--- src/mulliken_shell_population_top_macros.svh ---
// Assertion macros for the Mulliken shell population block.
`ifndef MULLIKEN_SHELL_POPULATION_TOP_MACROS_SVH
`define MULLIKEN_SHELL_POPULATION_TOP_MACROS_SVH

`ifndef SYNTHESIS
`define MSP_ASSERT(lbl, prop, msg) \
  lbl: assert property (@(posedge clk_i) disable iff (!rst_ni) prop) else $error(msg);
`define MSP_ASSERT_ALWAYS(lbl, prop, msg) \
  lbl: assert property (@(posedge clk_i) prop) else $error(msg);
`else
`define MSP_ASSERT(lbl, prop, msg)
`define MSP_ASSERT_ALWAYS(lbl, prop, msg)
`endif

`endif

--- src/msp_pkg.sv ---
// Shared constants for the Mulliken shell population block.
package msp_pkg;

  localparam int unsigned MAX_SHELLS_DEF  = 16;
  localparam int unsigned MAX_ATOMS_DEF   = 16;
  localparam int unsigned VALUE_WIDTH_DEF = 48;

  localparam int unsigned IN_W   = 32;
  localparam int unsigned PROD_W = 64;
  localparam int unsigned TERM_W = 41;
  localparam int unsigned OUT_W  = 48;
  localparam int unsigned CNT_W  = 5;

  localparam logic [1:0] FN_SET = 2'd0;
  localparam logic [1:0] FN_ACC = 2'd1;
  localparam logic [1:0] FN_FIN = 2'd2;

  localparam logic [1:0] REG_SPIN  = 2'd0;
  localparam logic [1:0] REG_SHELL = 2'd1;
  localparam logic [1:0] REG_ATOM  = 2'd2;

  localparam logic [1:0] SPIN_RST  = 2'd1;
  localparam logic [4:0] SHELL_RST = 5'd16;
  localparam logic [4:0] ATOM_RST  = 5'd16;

endpackage

--- src/msp_term.sv ---
// Registered density times overlap product, negated and rounded to Q16.32.
module msp_term (
  input  logic                                    clk_i,
  input  logic                                    en_i,
  input  logic signed [msp_pkg::IN_W-1:0]         density_i,
  input  logic signed [msp_pkg::IN_W-1:0]         overlap_i,
  output logic signed [msp_pkg::TERM_W-1:0]       term_o
);

  logic signed [msp_pkg::PROD_W-1:0] prod_q;
  logic signed [msp_pkg::PROD_W:0]   neg;
  logic signed [msp_pkg::PROD_W:0]   rnd;

  always_ff @(posedge clk_i) begin
    if (en_i) begin
      prod_q <= density_i * overlap_i;
    end
  end

  assign neg    = -{prod_q[msp_pkg::PROD_W-1], prod_q};
  assign rnd    = neg + (65'sd1 <<< 23);
  assign term_o = rnd[msp_pkg::PROD_W:24];

endmodule

--- config.mk ---
export PLATFORM = sky130hd
export DESIGN_NAME = msp_term
export DESIGN_NICKNAME = d
export VERILOG_FILES = /design/src/mulliken_shell_population_top_macros.svh /design/src/msp_pkg.sv /design/src/msp_term.sv
export SDC_FILE = /design/constraint.sdc
export NUM_CORES = 2
export LEC_CHECK = 0
export ABC_AREA = 1
export ABC_CLOCK_PERIOD_IN_PS = 8600
export BUFFER_PORTS_ARGS = -buffer_cell sky130_fd_sc_hd__buf_4
export CAP_MARGIN = 20
export CELL_PAD_IN_SITES_DETAIL_PLACEMENT = 0
export CELL_PAD_IN_SITES_GLOBAL_PLACEMENT = 1
export CORE_ASPECT_RATIO = 0.6
export CORE_UTILIZATION = 50
export DETAILED_ROUTE_END_ITERATION = 7
export GPL_TIMING_DRIVEN = 0
export PLACE_DENSITY_LB_ADDON = 0.05
export RECOVER_POWER = 25
export SETUP_SLACK_MARGIN = 0.1
export SLEW_MARGIN = 10
export SYNTH_ARGS = -nofsm -noshare
export SYNTH_HDL_FRONTEND = slang
export SYNTH_SLANG_ARGS = --single-unit
export TNS_END_PERCENT = 1
--- constraint.sdc ---
create_clock -name clk_i -period 8.6 [get_ports clk_i]
set_clock_uncertainty 0.2 [all_clocks]
set_input_delay 0.86 -clock clk_i [delete_from_list [all_inputs] [get_ports clk_i]]
set_output_delay 0.86 -clock clk_i [all_outputs]
set_load 0.05 [all_outputs]
==> reports/results.ini <==
[routing]
drt-initial-drc-count=4293
routed_wl_mm=176.6
first_pass_iters=8
viasPerCell=5.301
drc=0
wl_per_cell_um=25.84
final_antenna_net_count=0
vias=36222

[logic_synthesis]
yosys_warnings=0
synth_area_mm2=0.04245
yosysSeqAreaShare_pct=4.527
syn_avg_cell_area_um2=7.691
synthCells=5520
synthesis.nets=6852
ys_ff_latch=64
ys_types=35

[final_layout]
final_area_mm2=0.04585
area_growth_pct=8.011
drive_gt1_share_pct=5.198
final_util_pct=54.77
top_regs=prod_q (64)
largest_register_ffs=64
final_net_count=7021
largest_register=prod_q

[clock_network]
cts_buffers=9
clock_path_buffers=2
cts_hold_buf=0
cts_root_buf=clkbuf_16
cts_sinks=64
path_clk_slew_ns=0.06
htreeDepth=3
cts_tree=done

[critical_path]
cpMaxStageDelayCell=clkbuf_1
path_buf_inv=6
crit_path_start_kind=input pin
crit_family=adder cells
critPathArrivalTime_ns=8.48
cp_max_fo=10
startpoint=density_i[18]
crit_top_cell=fa_1
critical_path_required_ns=8.50
crit_type=in2reg
crit_path_end_kind=flop
slowest_delay_ns=0.76
cp_cell_sequence=buf_4 > clkbuf_1 > nand2_1 > fa_1 > inv_1 > fa_1 > inv_1 > fa_1 > fa_1 > inv_1 > fa_1 > fa_1 > fa_1 > fa_1 > ha_1 > nand2_1 > nor2_1 > nand2_1 > nor2_1 > nand3_1 > nand3_1 > nand2_1 > inv_1 > nor2_1

[placement]
place_hpwl_mm=153.6
io_buffers=106
gp_congestion=1.043
placed_area_mm2=0.04496

[run]
max_cap_viol_count=1

[timing]
setup_violations=0
fin_crit_sh_pct=99.85
slew_viol_final=65
max_freq_mhz=116.5
worstMarginPinSlew_ns=3.499
hold_viol=0
post-route-min-period_ns=8.587
timing.slew.headroom_pct=-133.2
rsz0062_at_grt=yes

[floorplan]
die_x_um=378.2
rows=82
start_util_pct=50.71
die_y_um=227.7
core_area_mm2=0.08372
ios=107
dieArea_mm2=0.08611

[global_routing]
grt-ovfl-total=0
grt_max_degree=65
track_usage_pct=42.25
grt_pass1_wl_mm=253.4
grt_pass1_vias=36321
grt_antenna_before_repair=2

[min_path]
hold_class=in2reg
hp-start=density_i[0]

[outcome]
violations=capacitance limit, slew limit
status=finished, violations left

cells in the mapped netlist, drive strengths merged:
master	instances	area [µm²]
buf	2	11.26
nand2	1599	6007
a21oi	73	365.4
nor3	30	180.2
nor2	225	852.1
xnor2	5	43.79
ha	184	2302
o21ai	23	130.1
xor2	43	376.6
nor3b	2	20.02
o21a	2	15.01
edfxtp	64	1922
or2	10	62.56
and3	3	18.77
fa	1082	21660
nand3	109	558.0
a21o	3	22.52
inv	1813	6805
nand3b	4	30.03
a21boi	2	15.01
o21bai	9	67.56
nand4	32	200.2
clkbuf	191	716.9
nor4	9	62.56
and2	1	6.260
layer usage:
metal | part of all wire (%) | wire, µm | track usage (%) | vias to the layer above
met1 | 43 | 76710 | 62.21 | 18026
met5 | 0.32 | 573 | 1.831 | -
li1 | - | - | - | 15567
met4 | 2.6 | 4585 | 9.413 | 14
met2 | 37 | 65230 | 54.18 | 2362
met3 | 17 | 29500 | 21.80 | 253
kinds of logic (layout without fill, tap and decap cells):
family,count (synthesis),in the layout,share of synthesized area [%]
DFF,64,64,4.527
xor gates and xnor gates,48,48,0.9903
buffers and inverters,2006,2180,17.75
other,0,5,0
adders and majority gates,1266,1266,56.45
AOI/OAI and AO/OA,112,112,1.450
and+or+nand+nor,2024,2024,18.84
cell type report:
type	instances	area [µm²]
Fill cell	8220	37870
Multi-Input combinational cell	3450	33050
Inverter	1813	6817
Sequential cell	64	1922
Timing Repair Buffer	158	1449
Tap cell	1134	1419
Buffer	193	837.1
Clock buffer	9	225.2
Clock inverter	7	125.1
Antenna cell	5	12.51
path summary, 6_finish.rpt:
kind / cells after the start / endpoint / slack [ns]
max: 24 / prod_q[41] / 0.01
min: 3 / prod_q[0] / 0.82
cell usage in the layout (no fill, tap or decap), drive strengths merged:
| master | synthesis | final |
|---|---|---|
| nor3 | 30 | 30 |
| o21bai | 9 | 9 |
| a21boi | 2 | 2 |
| nand3b | 4 | 4 |
| and2 | 1 | 1 |
| nor2 | 225 | 225 |
| o21ai | 23 | 23 |
| o21a | 2 | 2 |
| clkinv | 0 | 1 |
| a21o | 3 | 3 |
| diode | 0 | 5 |
| nand2 | 1599 | 1599 |
| clkbuf | 191 | 198 |
| a21oi | 73 | 73 |
| clkinvlp | 0 | 3 |
| buf | 2 | 162 |
| nand3 | 109 | 109 |
| or2 | 10 | 10 |
| ha | 184 | 184 |
| nand4 | 32 | 32 |
| bufinv | 0 | 3 |
| fa | 1082 | 1082 |
| and3 | 3 | 3 |
| nor3b | 2 | 2 |
| nor4 | 9 | 9 |
| xor2 | 43 | 43 |
| edfxtp | 64 | 64 |
| inv | 1813 | 1813 |
| xnor2 | 5 | 5 |
metrics by stage:
stage	hold slack [ns]	TNS [ns]	worst slack (ns)	cells
floorplan	0.7725	0	0.7486	5520
global placement	1.180	-24.23	-1.297	6760
detailed placement	1.170	-24.68	-1.410	6780
CTS	0.8044	0	0.09944	6804
global route	0.8274	0	0.02621	6828
finish	0.8199	0	0.01304	6833
timing repair:
item	in CTS	in global routing
endpoints found under the setup margin	26	39
pin swaps	2	2
resized for setup	20	198
setup buffers	8	7
Power is left out: the tool's default activity adds up to more than one toggle a clock period on the data nets, which glitch-free logic cannot reach.
